<file path="src/hdl/assert_macros.svh">
// ----------------------------------------------------------------------------
// Assertion macros
// Shared concurrent assertion forms for the camera frame update block.
// ----------------------------------------------------------------------------
`ifndef ASSERT_MACROS_SVH
`define ASSERT_MACROS_SVH

// check while out of reset
`define CFU_ASSERT(lbl, prop, msg) \
  lbl: assert property (@(posedge clk) disable iff (!rst_n) prop) else $error(msg);

// check through reset as well
`define CFU_ASSERT_RST(lbl, prop, msg) \
  lbl: assert property (@(posedge clk) prop) else $error(msg);

`endif

</file>
<file path="src/hdl/cfu_pkg.sv">
// ----------------------------------------------------------------------------
// Camera frame update package
// Types, codes and constants shared by the controller and the datapath.
// ----------------------------------------------------------------------------
package cfu_pkg;

  localparam int CORDIC_STEPS = 16;
  localparam int CD_N = (CORDIC_STEPS > 24) ? 24 : CORDIC_STEPS;
  localparam logic [4:0] CD_LAST = 5'(CD_N - 1);
  localparam logic [4:0] SQRT_LAST = 5'd31;
  localparam logic [4:0] DIV_LAST = 5'd14;
  localparam logic signed [33:0] CORDIC_GAIN = 34'sd652032874;

  localparam logic [2:0] CMD_SLIDE = 3'd0;
  localparam logic [2:0] CMD_ROLL  = 3'd1;
  localparam logic [2:0] CMD_ROT_U = 3'd2;
  localparam logic [2:0] CMD_ROT_V = 3'd3;
  localparam logic [2:0] CMD_SET   = 3'd4;

  typedef enum logic [4:0] {
    S_IDLE, S_MUL, S_ACC, S_WR, S_CD_INIT, S_CD_STEP, S_CD_FIN, S_SET_NORM,
    S_SET_ZERO, S_SQRT_INIT, S_SQRT_STEP, S_DIV_INIT, S_DIV_STEP, S_DIV_WR,
    S_RIGHT, S_EMIT
  } ctl_state_t;

  typedef enum logic [4:0] {
    OP_NONE, OP_LOAD, OP_MUL, OP_ACC, OP_WR, OP_CD_INIT, OP_CD_STEP, OP_CD_FIN,
    OP_NORM, OP_ZERO, OP_SQRT_INIT, OP_SQRT_STEP, OP_DIV_INIT, OP_DIV_STEP,
    OP_DIV_WR, OP_RIGHT, OP_EMIT
  } op_t;

  typedef enum logic [1:0] {MODE_SLIDE, MODE_TURN, MODE_SQ, MODE_UP} mode_t;

  typedef enum logic [2:0] {WR_EYE, WR_TMP, WR_PAIR, WR_UPX, WR_UPY, WR_UPZ} wr_t;

  typedef struct packed {
    op_t        op;
    mode_t      mode;
    wr_t        wr;
    logic [1:0] k;
    logic [1:0] j;
    logic [4:0] i;
    logic       first;
    logic       sub;
  } ctl_cmd_t;

  typedef struct packed {
    logic norm_done;
    logic pos_zero;
    logic out_free;
  } dp_stat_t;

  function automatic logic [29:0] atan_lut(input logic [4:0] idx);
    logic [29:0] v;
    unique case (idx)
      5'd0:  v = 30'd536870912;
      5'd1:  v = 30'd316933406;
      5'd2:  v = 30'd167458907;
      5'd3:  v = 30'd85004756;
      5'd4:  v = 30'd42667331;
      5'd5:  v = 30'd21354465;
      5'd6:  v = 30'd10679838;
      5'd7:  v = 30'd5340245;
      5'd8:  v = 30'd2670163;
      5'd9:  v = 30'd1335087;
      5'd10: v = 30'd667544;
      5'd11: v = 30'd333772;
      5'd12: v = 30'd166886;
      5'd13: v = 30'd83443;
      5'd14: v = 30'd41722;
      5'd15: v = 30'd20861;
      5'd16: v = 30'd10430;
      5'd17: v = 30'd5215;
      5'd18: v = 30'd2608;
      5'd19: v = 30'd1304;
      5'd20: v = 30'd652;
      5'd21: v = 30'd326;
      5'd22: v = 30'd163;
      5'd23: v = 30'd81;
      default: v = 30'd0;
    endcase
    return v;
  endfunction

endpackage

</file>
<file path="src/hdl/cfu_ctrl.sv">
// ----------------------------------------------------------------------------
// Camera frame update controller
// Sequences each command word through the datapath operations.
// ----------------------------------------------------------------------------
`include "assert_macros.svh"

module cfu_ctrl (
  input  logic              clk,
  input  logic              rst_n,
  input  logic              in_valid,
  input  logic [2:0]        in_command,
  output logic              in_ready,
  input  cfu_pkg::dp_stat_t stat,
  output cfu_pkg::ctl_cmd_t cmd
);
  import cfu_pkg::*;

  ctl_state_t state_r, state_nxt;
  mode_t      mode_r, mode_nxt;
  logic [1:0] k_r, k_nxt;
  logic [1:0] j_r, j_nxt;
  logic [4:0] i_r, i_nxt;
  wr_t        wr_sel;
  logic       first_sel;
  logic       sub_sel;

  always_ff @(posedge clk) begin
    if (!rst_n) begin
      state_r <= S_IDLE;
      mode_r  <= MODE_SLIDE;
      k_r     <= '0;
      j_r     <= '0;
      i_r     <= '0;
    end else begin
      state_r <= state_nxt;
      mode_r  <= mode_nxt;
      k_r     <= k_nxt;
      j_r     <= j_nxt;
      i_r     <= i_nxt;
    end
  end

  always_comb begin
    unique case (mode_r)
      MODE_SLIDE: begin
        wr_sel    = WR_EYE;
        first_sel = (j_r == 2'd0);
        sub_sel   = 1'b0;
      end
      MODE_TURN: begin
        wr_sel    = (j_r == 2'd1) ? WR_TMP : WR_PAIR;
        first_sel = (j_r == 2'd0) || (j_r == 2'd2);
        sub_sel   = (j_r == 2'd3);
      end
      MODE_SQ: begin
        wr_sel    = WR_EYE;
        first_sel = (j_r == 2'd0);
        sub_sel   = 1'b0;
      end
      default: begin
        wr_sel    = (j_r == 2'd0) ? WR_UPX : ((j_r == 2'd2) ? WR_UPY : WR_UPZ);
        first_sel = (j_r != 2'd2);
        sub_sel   = (j_r == 2'd0) || (j_r == 2'd3);
      end
    endcase
  end

  always_comb begin
    state_nxt = state_r;
    mode_nxt  = mode_r;
    k_nxt     = k_r;
    j_nxt     = j_r;
    i_nxt     = i_r;
    in_ready  = 1'b0;
    cmd       = '{op: OP_NONE, mode: mode_r, wr: wr_sel, k: k_r, j: j_r, i: i_r,
                  first: first_sel, sub: sub_sel};
    unique case (state_r)
      S_IDLE: begin
        in_ready = 1'b1;
        k_nxt = '0;
        j_nxt = '0;
        i_nxt = '0;
        if (in_valid) begin
          cmd.op = OP_LOAD;
          unique case (in_command)
            CMD_SLIDE: begin
              mode_nxt  = MODE_SLIDE;
              state_nxt = S_MUL;
            end
            CMD_ROLL, CMD_ROT_U, CMD_ROT_V: state_nxt = S_CD_INIT;
            CMD_SET: state_nxt = S_SET_NORM;
            default: state_nxt = S_EMIT;
          endcase
        end
      end
      S_MUL: begin
        cmd.op    = OP_MUL;
        state_nxt = S_ACC;
      end
      S_ACC: begin
        cmd.op    = OP_ACC;
        state_nxt = S_MUL;
        j_nxt     = j_r + 2'd1;
        unique case (mode_r)
          MODE_SLIDE: if (j_r == 2'd2) state_nxt = S_WR;
          MODE_TURN: if (j_r == 2'd1 || j_r == 2'd3) state_nxt = S_WR;
          MODE_SQ: if (j_r == 2'd2) state_nxt = S_SQRT_INIT;
          default: if (j_r != 2'd1) state_nxt = S_WR;
        endcase
        if (state_nxt != S_MUL) j_nxt = j_r;
      end
      S_WR: begin
        cmd.op    = OP_WR;
        state_nxt = S_MUL;
        j_nxt     = j_r + 2'd1;
        if (wr_sel == WR_EYE || wr_sel == WR_PAIR) begin
          j_nxt = '0;
          k_nxt = k_r + 2'd1;
          if (k_r == 2'd2) state_nxt = S_EMIT;
        end else if (wr_sel == WR_UPZ) begin
          state_nxt = S_EMIT;
        end
      end
      S_CD_INIT: begin
        cmd.op    = OP_CD_INIT;
        i_nxt     = '0;
        state_nxt = S_CD_STEP;
      end
      S_CD_STEP: begin
        cmd.op = OP_CD_STEP;
        i_nxt  = i_r + 5'd1;
        if (i_r == CD_LAST) state_nxt = S_CD_FIN;
      end
      S_CD_FIN: begin
        cmd.op    = OP_CD_FIN;
        mode_nxt  = MODE_TURN;
        k_nxt     = '0;
        j_nxt     = '0;
        state_nxt = S_MUL;
      end
      S_SET_NORM: begin
        if (stat.pos_zero) begin
          state_nxt = S_SET_ZERO;
        end else if (stat.norm_done) begin
          mode_nxt  = MODE_SQ;
          j_nxt     = '0;
          state_nxt = S_MUL;
        end else begin
          cmd.op = OP_NORM;
        end
      end
      S_SET_ZERO: begin
        cmd.op    = OP_ZERO;
        state_nxt = S_EMIT;
      end
      S_SQRT_INIT: begin
        cmd.op    = OP_SQRT_INIT;
        i_nxt     = '0;
        state_nxt = S_SQRT_STEP;
      end
      S_SQRT_STEP: begin
        cmd.op = OP_SQRT_STEP;
        i_nxt  = i_r + 5'd1;
        if (i_r == SQRT_LAST) begin
          k_nxt     = '0;
          state_nxt = S_DIV_INIT;
        end
      end
      S_DIV_INIT: begin
        cmd.op    = OP_DIV_INIT;
        i_nxt     = '0;
        state_nxt = S_DIV_STEP;
      end
      S_DIV_STEP: begin
        cmd.op = OP_DIV_STEP;
        i_nxt  = i_r + 5'd1;
        if (i_r == DIV_LAST) state_nxt = S_DIV_WR;
      end
      S_DIV_WR: begin
        cmd.op    = OP_DIV_WR;
        k_nxt     = k_r + 2'd1;
        state_nxt = (k_r == 2'd2) ? S_RIGHT : S_DIV_INIT;
      end
      S_RIGHT: begin
        cmd.op    = OP_RIGHT;
        mode_nxt  = MODE_UP;
        k_nxt     = '0;
        j_nxt     = '0;
        state_nxt = S_MUL;
      end
      S_EMIT: begin
        if (stat.out_free) begin
          cmd.op    = OP_EMIT;
          state_nxt = S_IDLE;
        end
      end
      default: state_nxt = S_IDLE;
    endcase
  end

  `CFU_ASSERT_RST(a_reset_to_idle, !rst_n |=> (state_r == S_IDLE), "no idle after reset")
  `CFU_ASSERT(a_accept_busy, (in_valid && in_ready) |=> (state_r != S_IDLE), "accept ignored")
  `CFU_ASSERT(a_emit_room, (cmd.op == OP_EMIT) |-> stat.out_free, "emit over held word")
  `CFU_ASSERT(a_div_bound, (state_r == S_DIV_STEP) |-> (i_r <= DIV_LAST), "divider overrun")

endmodule

</file>
<file path="config.mk">
export PLATFORM = sky130hd
export DESIGN_NAME = cfu_ctrl
export DESIGN_NICKNAME = d
export VERILOG_FILES = /design/src/hdl/cfu_pkg.sv /design/src/hdl/cfu_ctrl.sv
export VERILOG_INCLUDE_DIRS = /design/src /design/src/hdl
export SDC_FILE = /design/constraint.sdc
export NUM_CORES = 1
export LEC_CHECK = 0
export ABC_CLOCK_PERIOD_IN_PS = 2310
export BUFFER_PORTS_ARGS = -buffer_cell sky130_fd_sc_hd__buf_2
export CORE_MARGIN = 2
export CORE_UTILIZATION = 50
export CTS_CLUSTER_SIZE = 24
export DETAILED_ROUTE_END_ITERATION = 6
export GPL_ROUTABILITY_DRIVEN = 0
export PLACE_DENSITY = 0.74
export SYNTH_ARGS = -nofsm -noshare
export SYNTH_HDL_FRONTEND = slang
export SYNTH_SLANG_ARGS = --single-unit
</file>
<file path="constraint.sdc">
create_clock -name clk -period 2.31 [get_ports clk]
set_input_delay 0.462 -clock clk [delete_from_list [all_inputs] [get_ports clk]]
set_output_delay 0.462 -clock clk [all_outputs]
set_load 0.005 [all_outputs]
</file>
After elaboration in Yosys (flattened, before gate mapping)
Index checks and enable logic that the tools add are counted.
- flip-flop bits (word level): 16
- bits of input ports: 9
- output and inout bits: 22
- logic and storage cells: 120
- add/sub/neg operators: 3
- equal/unequal tests: 44
- multiplexer cells: 45
- reduce and logical (&&, ||, !) cells: 23
- operators with widths (cell ; count):
    5-bit one-hot mux with 16 select lines ; 1
    5-bit one-hot mux with 15 select lines ; 1
    5-bit by 4-bit equality test with 1-bit output (second input constant) ; 10
    5-bit two-way mux ; 10
    2-bit two-way mux ; 14
    2-bit one-hot mux with 4 select lines ; 3
    5-bit by 3-bit equality test with 1-bit output (second input constant) ; 4
    4-bit two-way mux ; 5
    2-bit inequality test (second input constant) ; 10
    5-bit one-hot mux with 3 select lines ; 1
    4-bit one-hot mux with 3 select lines ; 1
    4-bit nonzero test ; 3
    5-bit by 2-bit equality test with 1-bit output (second input constant) ; 2
    5-bit one-hot mux with 2 select lines ; 1
    3-bit by 2-bit equality test with 1-bit output (second input constant) ; 3
    3-bit OR reduction ; 3
    2-bit equality test (second input constant) ; 4
    3-bit equality test (second input constant) ; 2
    3-bit logical NOT ; 2
    3-bit two-way mux ; 2
    3-bit one-hot mux with 2 select lines ; 1
    6-bit AND reduction ; 1
    5-bit by 1-bit adder with 5-bit output (second input constant) ; 1
    5-bit by 1-bit equality test with 1-bit output (second input constant) ; 1
    other kinds (18) ; 29

Depth between registers and ports, before layout
Gate-level depths: netlist of the first run.
- depth in word-level cells: 8
- gate-level depth with buffers: 8
- mapped depth without buffers: 8

Worst setup path after synthesis of the first run
OpenSTA, ideal clock, no wires.
- path type: register -> register
- from: register i_r[1]
- to: register state_r[0]
- library setup time: 0.091 ns
- arrival: 1.743 ns
- data required time: 2.219 ns
- slack: 0.476 ns
- stages on the path, launching flop included: 9
- path buffers: 0
- clock period less this slack: 1.834 ns
- cell sequence: dfxtp_1 ha_1 and3_1 ha_1 or3_1 a21oi_1 nor4_2 nor2_1 a311oi_1
- word-level cells in the longest chain between the ends: 3
- elaborated cells between the ends (all ways): 7
- classes of those cells: eq/ne: 6; reduce/logical: 1
- RTL lines (item ; RTL line ; text):
    start: declaration ; cfu_ctrl.sv:22 ; logic [4:0] i_r, i_nxt;
    start signal: assignment ; cfu_ctrl.sv:39 ; i_r <= i_nxt;
    5-bit by 4-bit equality test with 1-bit output (tied with other cells) ; cfu_ctrl.sv:177 ; if (i_r == DIV_LAST) state_nxt = S_DIV_WR;
    2-bit inequality test (no source line) ; - ;
    6-bit AND reduction (no source line) * ; - ;
    end signal: assignment ; cfu_ctrl.sv:35 ; state_r <= state_nxt;
    end: declaration ; cfu_ctrl.sv:18 ; ctl_state_t state_r, state_nxt;
Every way passes the cells marked *; elsewhere a longest branch is shown, timed or not.
A chain may end at the register's enable or synchronous reset.

==> results of run 1 <==
[metrics by stage]
| step | worst slack [ps] | power [mW] |
|---|---|---|
| after floorplan | 476 | 1.25 |
| after global placement | 410 | 1.46 |
| after CTS | 102 | 1.67 |
| final | 122 | 1.68 |
| after detailed placement | 288 | 1.50 |
| after global routing | 15.0 | 1.81 |
[cell type report]
cell class | count | area share [%]
sequential | 15 | 18.6
inverter | 12 | 2.78
tap | 31 | 2.39
multi-input combinational | 155 | 63.5
clock buffer | 4 | 1.62
timing repair buffer | 34 | 11.1
[cells in the final DEF, fill, tap and decap left out, types with 3 or more instances in the layout]
| cell type | instances |
|---|---|
| a31oi_1 | 3 |
| o22a_1 | 3 |
| nor3b_1 | 3 |
| nand4_1 | 3 |
| clkbuf_4 | 3 |
| nand2b_1 | 5 |
| dfxtp_1 | 14 |
| nor2_1 | 19 |
| nor3_1 | 5 |
| nand3_1 | 4 |
| nor2b_1 | 4 |
| ha_1 | 10 |
| buf_4 | 4 |
| a21oi_1 | 14 |
| or3_1 | 4 |
| nand2_1 | 15 |
| inv_1 | 12 |
| buf_2 | 30 |
| o22ai_1 | 7 |
| o21ai_0 | 12 |
| mux2i_1 | 3 |
[metal layers]
layer,up-vias,part of all wire [%]
li1,764,-
met1,713,45
met2,81,45
met3,14,7.4
met4,0,2.1
met5,-,0
[kinds of logic (layout without fill, tap and decap cells)]
logic type	count (synthesis)	after routing	synth area share (%)
xor gates and xnor gates	3	3	1.80
DFF	15	15	20.5
and+or+nand+nor	81	81	31.6
AOI/OAI and AO/OA	58	58	26.3
adders and majority gates	10	10	8.55
buffers and inverters	26	50	9.14
muxes	3	3	2.05
[worst max-delay path, stage by stage (launching register included)]
cell	delay, ps
dfxtp_1	600
or2b_1	360
nor4_4	240
a21o_1	120
buf_2	100
[worst paths after layout]
| path | endpoint | depth (start not counted) |
|---|---|---|
| setup / recovery | cmd[19] | 4 |
| hold / removal | k_r[1]$_SDFFE_PN0P_ | 2 |
| hold reg to reg | k_r[1]$_SDFFE_PN0P_ | 2 |
| setup reg to reg | state_r[2]$_SDFFE_PN0P_ | 8 |
[sequential cells by signal (all words and copies together), names as in the netlist]
register,flops
i_r,5
j_r,2
k_r,2
mode_r,2
state_r,4
[power by group through the flow]
stage | Sequential (mW) | Combinational, mW | Clock (mW)
after floorplan | 0.375 | 0.879 | 0
after global placement | 0.411 | 1.05 | 0
after detailed placement | 0.418 | 1.08 | 0
after CTS | 0.412 | 1.09 | 0.167
after global routing | 0.430 | 1.21 | 0.173
final | 0.415 | 1.11 | 0.161
==> flow_summary_export.csv, run 1 <==
group,metric,value,unit
yosys,yosysSeqAreaShare,20.5,%
route,ant_nets,0,
clock_tree,cts_setup_buffers,0,
yosys,avgSynthCellArea,7.47,sq um
worst_hold_path,hp-start,"k_r[1]$_SDFFE_PN0P_",
die,core.rowCount,19,
yosys,synth_most_common_cell,"nor2_1",
die,die_w,58.1,um
timing,finalMaxSlewViolations,0,
power,leakage,0.679,nW
yosys,ys.flop_type,"dfxtp_1",
timing,fmax,457,MHz
die,dieArea,3380,sq um
global_routing,gr-usage-met3,2.68,%
layout,drive_above_1_share,20.0,%
yosys,netlist_top_cells_count,"19 x nor2_1, 15 x dfxtp_1, 15 x nand2_1",
global_routing,use_met2,35.2,%
die,io_pins,31,
worst_setup_path,r2r_slack,240,ps
die,coreArea,2760,sq um
power,clkPwrFrac,9.6,%
layout,seq_area,302,sq um
worst_setup_path,critPathLaunch,"state_r[0]$_SDFFE_PN0P_",
clock_tree,cts-root-buf,"clkbuf_4",
worst_setup_path,worstPathRequired,1850,ps
yosys,yosysWarningCount,0,
die,die_h,58.1,um
route,vias,1572,
yosys,synth_nets,215,
timing,hold_violations,0,
yosys,synth-seq-cells,15,
clock_tree,clock_latency,300,ps
clock_tree,htreeDepth,1,
timing,tightest_slew,523,ps
route,avgRoutedWirePerCell,15.0,um
layout,final_nets,240,
timing,fin_crit,2190,ps
worst_setup_path,start_kind,"flip-flop",
clock_tree,path_clk_slew,100,ps
global_routing,use_met1,33.1,%
yosys,synthTopCellsByArea,"dfxtp_1 21%, ha_1 8.5%, nor2_1 4.9%, a21oi_1 4.8%, o21ai_0 4.1%",
layout,fin_area,1620,sq um
timing,slew_headroom,64.9,%
power,vdd_ir_drop_max,0.739,mV
clock_tree,cts_tree,"yes",
job,maxCapViolCount,0,
global_routing,grt_pass1_wl,6.11,mm
route,vias_per_cell,6.26,
global_routing,antenna_found_initial,0,
layout,antennaDiodeCount,0,
timing,skew,6.57,ps
worst_setup_path,arrival,1730,ps
layout,fin_cells,251,
clock_tree,cts_resized,0,
route,wl,3.77,mm
global_routing,busiest_layer,"met2",
layout,utilization,58.8,%
route,drt_iter0_drc,97,
power,seq_power_share,24.7,%
clock_tree,holdBufCountCts,0,
layout,nFillCells,235,
route,drt-pass1-iter-count,5,
power,powerDensity,1040,nW/um^2
power,switchingPower,0.833,mW
layout,syn_to_final_growth,10.8,%
clock_tree,clk_path_buf_depth,2,
status,status,"complete, no violations",
power,netSwitchingFraction,49.5,%
worst_setup_path,worst-path-max-fanout,14,
yosys,synth_top_cell_area_share,20.5,%
worst_setup_path,rr_startpoint,"i_r[1]$_SDFFE_PN0P_",
placed_design,dpl_cell_area,1590,sq um
timing,period_share,94.7,%
power,comb_power_share,65.8,%
timing,rsz0062_at_grt,"no",
yosys,netlist_area,1460,sq um
timing,holdWs,503,ps
timing,setup-tns-final,0,ps
layout,multi_input_area,1030,sq um
placed_design,numPortBuffers,30,
worst_hold_path,hp-class,"reg -> reg",
placed_design,hpwl,2.79,mm
clock_tree,clock-sinks,15,
global_routing,first_global_vias,1333,
global_routing,grt_max_degree,25,
global_routing,grt_overflow,0,
die,start_util,53.1,%
clock_tree,numCtsBuffers,3,
yosys,async_flop_share,0,%
yosys,synth_top_area_cell,"dfxtp_1",
yosys,netlist_instances,196,
yosys,synth_edf_count,0,
route,drc,0,
worst_setup_path,worst_setup_path_end_kind,"output pin",
placed_design,place_inst,247,
worst_setup_path,crit_type,"reg -> out",
timing,finalSetupViolations,0,
yosys,ys_types,52,
power,p_int,0.851,mW
global_routing,track_usage,22.7,%
Note: power is estimated with default switching activity, not from simulation.
==> run 2: changes to the inputs <==
--- a/config.mk
+++ b/config.mk
@@ -9,3 +9,3 @@
 export ABC_CLOCK_PERIOD_IN_PS = 2310
-export BUFFER_PORTS_ARGS = -buffer_cell sky130_fd_sc_hd__buf_2
+export BUFFER_PORTS_ARGS = -buffer_cell sky130_fd_sc_hd__clkbuf_2
 export CORE_MARGIN = 2
--- a/constraint.sdc
+++ b/constraint.sdc
@@ -3,2 +3,2 @@
 set_output_delay 0.462 -clock clk [all_outputs]
-set_load 0.005 [all_outputs]
+set_load 0.01 [all_outputs]
==> run 2 against run 1 <==
Final cell count up 0.40%. Non-clock buffer count up 1. Critical path depth up 1. Via count down 1.7%. Largest power group unchanged.
==> flow_summary_export.csv, run 2 (synthesis gave the netlist of run 1 again) <==
group,metric,value,unit
worst_setup_path,reg2reg_depth,8,
timing,period_share,91.9,%
timing,tightest_slew,482,ps
layout,fin_area,1640,sq um
layout,largest_register,"i_r",
power,leakage,0.675,nW
global_routing,grt_overflow,0,
timing,fmax,471,MHz
placed_design,numPortBuffers,30,
worst_setup_path,path_delay_family,"simple AND/OR/NAND/NOR gates",
status,status,"complete, no violations",
worst_setup_path,critPathLaunch,"state_r[3]$_SDFFE_PN0P_",
route,vias,1546,
die,start_util,53.1,%
route,drc,0,
die,die_w,58.1,um
layout,final_nets,241,
power,vdd_ir_drop_max,0.738,mV
clock_tree,numCtsBuffers,3,
placed_design,dpl_cell_area,1600,sq um
clock_tree,cts_setup_buffers,0,
layout,largest_reg_flops,5,
worst_setup_path,crit_type,"reg -> out",
placed_design,hpwl,2.91,mm
route,ant_nets,0,
route,avgRoutedWirePerCell,15.2,um
timing,slew_headroom,67.8,%
route,drt-pass1-iter-count,4,
layout,final_cell_mix,"30 x clkbuf_2, 19 x nor2_1, 15 x nand2_1, 14 x a21oi_1, 13 x dfxtp_1",
worst_setup_path,rr_startpoint,"i_r[1]$_SDFFE_PN0P_",
layout,antennaDiodeCount,0,
worst_setup_path,path_buf_inv,2,
global_routing,antenna_found_initial,0,
worst_setup_path,r2r_end,"state_r[0]$_SDFFE_PN0P_",
die,coreArea,2760,sq um
power,power.total,1.75,mW
global_routing,track_usage,24.2,%
clock_tree,clock-sinks,15,
die,core.rowCount,19,
clock_tree,cts_tree,"yes",
timing,fin_crit,2120,ps
clock_tree,path_clk_slew,110,ps
worst_setup_path,arrival,1660,ps
job,maxCapViolCount,0,
global_routing,grt_pass1_wl,6.43,mm
worst_setup_path,start_kind,"flip-flop",
layout,reg.largest.list,"i_r x5, state_r x4",
layout,final_common_cell,"clkbuf_2",
clock_tree,holdBufCountCts,0,
worst_setup_path,worst_setup_path_end_kind,"output pin",
timing,hold_violations,0,
timing,rsz0062_at_grt,"no",
route,wl,3.83,mm
worst_hold_path,hold_path_end,"k_r[1]$_SDFFE_PN0P_",
worst_setup_path,worst-path-max-fanout,22,
power,powerDensity,1060,nW/um^2
timing,finalMaxSlewViolations,0,
timing,skew,6.29,ps
global_routing,first_global_vias,1404,
clock_tree,htreeDepth,1,
clock_tree,cts-root-buf,"clkbuf_4",
layout,syn_to_final_growth,12.2,%
worst_hold_path,hp-start,"k_r[1]$_SDFFE_PN0P_",
worst_setup_path,worstPathRequired,1850,ps
route,drt_iter0_drc,81,
layout,nFillCells,272,
worst_hold_path,hp-class,"reg -> reg",
global_routing,grt_max_degree,30,
worst_setup_path,critPathMaxStageDelay,310,ps
die,die_h,58.1,um
clock_tree,clk_path_buf_depth,2,
route,vias_per_cell,6.13,
timing,setup-tns-final,0,ps
layout,drive_above_1_share,21.3,%
worst_setup_path,crit_slowest_cell,"dfxtp_1",
die,io_pins,31,
die,dieArea,3380,sq um
worst_hold_path,hold_depth,2,
worst_setup_path,r2r_slack,290,ps
clock_tree,clock_latency,300,ps
timing,finalSetupViolations,0,
worst_setup_path,path_cells,"buf_4, or2b_1, nor4_4, a21o_1, clkbuf_2",
## run 2: layer usage
layer / vias up / part of all wire, % / GRT usage [%]
li1: 771 / - / -
met1: 705 / 44 / 32.8
met2: 64 / 48 / 38.6
met3: 6 / 6.5 / 3.13
met4: 0 / 1.5 / 10.3
met5: - / 0 / 0
## run 2: final cells by class
type	count	area (sq um)	share of cell area (%)
Multi-Input combinational cell	155	1040	63.2
Clock buffer	3	22.5	1.37
Timing Repair Buffer	35	188	11.4
Tap cell	31	38.8	2.36
Inverter	12	45.0	2.74
Sequential cell	15	303	18.4
Clock inverter	1	7.51	0.457
## run 2: worst max-delay path by stage
stage / endpoint / cells past startpoint
after CTS: cmd[19] / 4
after detailed placement: state_r[0]$_SDFFE_PN0P_ / 8
after floorplan: state_r[0]$_SDFFE_PN0P_ / 8
after global routing: cmd[19] / 4
final: cmd[19] / 5
after global placement: state_r[0]$_SDFFE_PN0P_ / 8
## run 2: through the flow
step	std cells	worst slack, ps	utilization, %	hold WS [ps]
floorplan	196	430	-	495
global route	252	85.7	59.6	562
CTS	252	129	59.2	491
global placement	248	419	58.1	465
finish	252	186	59.6	495
detailed placement	248	246	58.1	474
## run 2: power by group
group	internal, mW	switching (mW)
registers	0.322	0.0819
logic	0.478	0.697
clock network	0.0661	0.104
## run 2: what timing repair did
item	in CTS	in global routing
resized for setup	0	3
setup endpoints to repair	0	2
endpoints found under the hold margin	0	0
## run 2: worst register-to-register path: stages, from the launching register on
cell and delay [ps]:
dfxtp_1 410, ha_1 200, and3_1 190, ha_1 160, or3_1 100, a21oi_1 110
nor4_4 430, nor2_1 100, a311oi_1 250
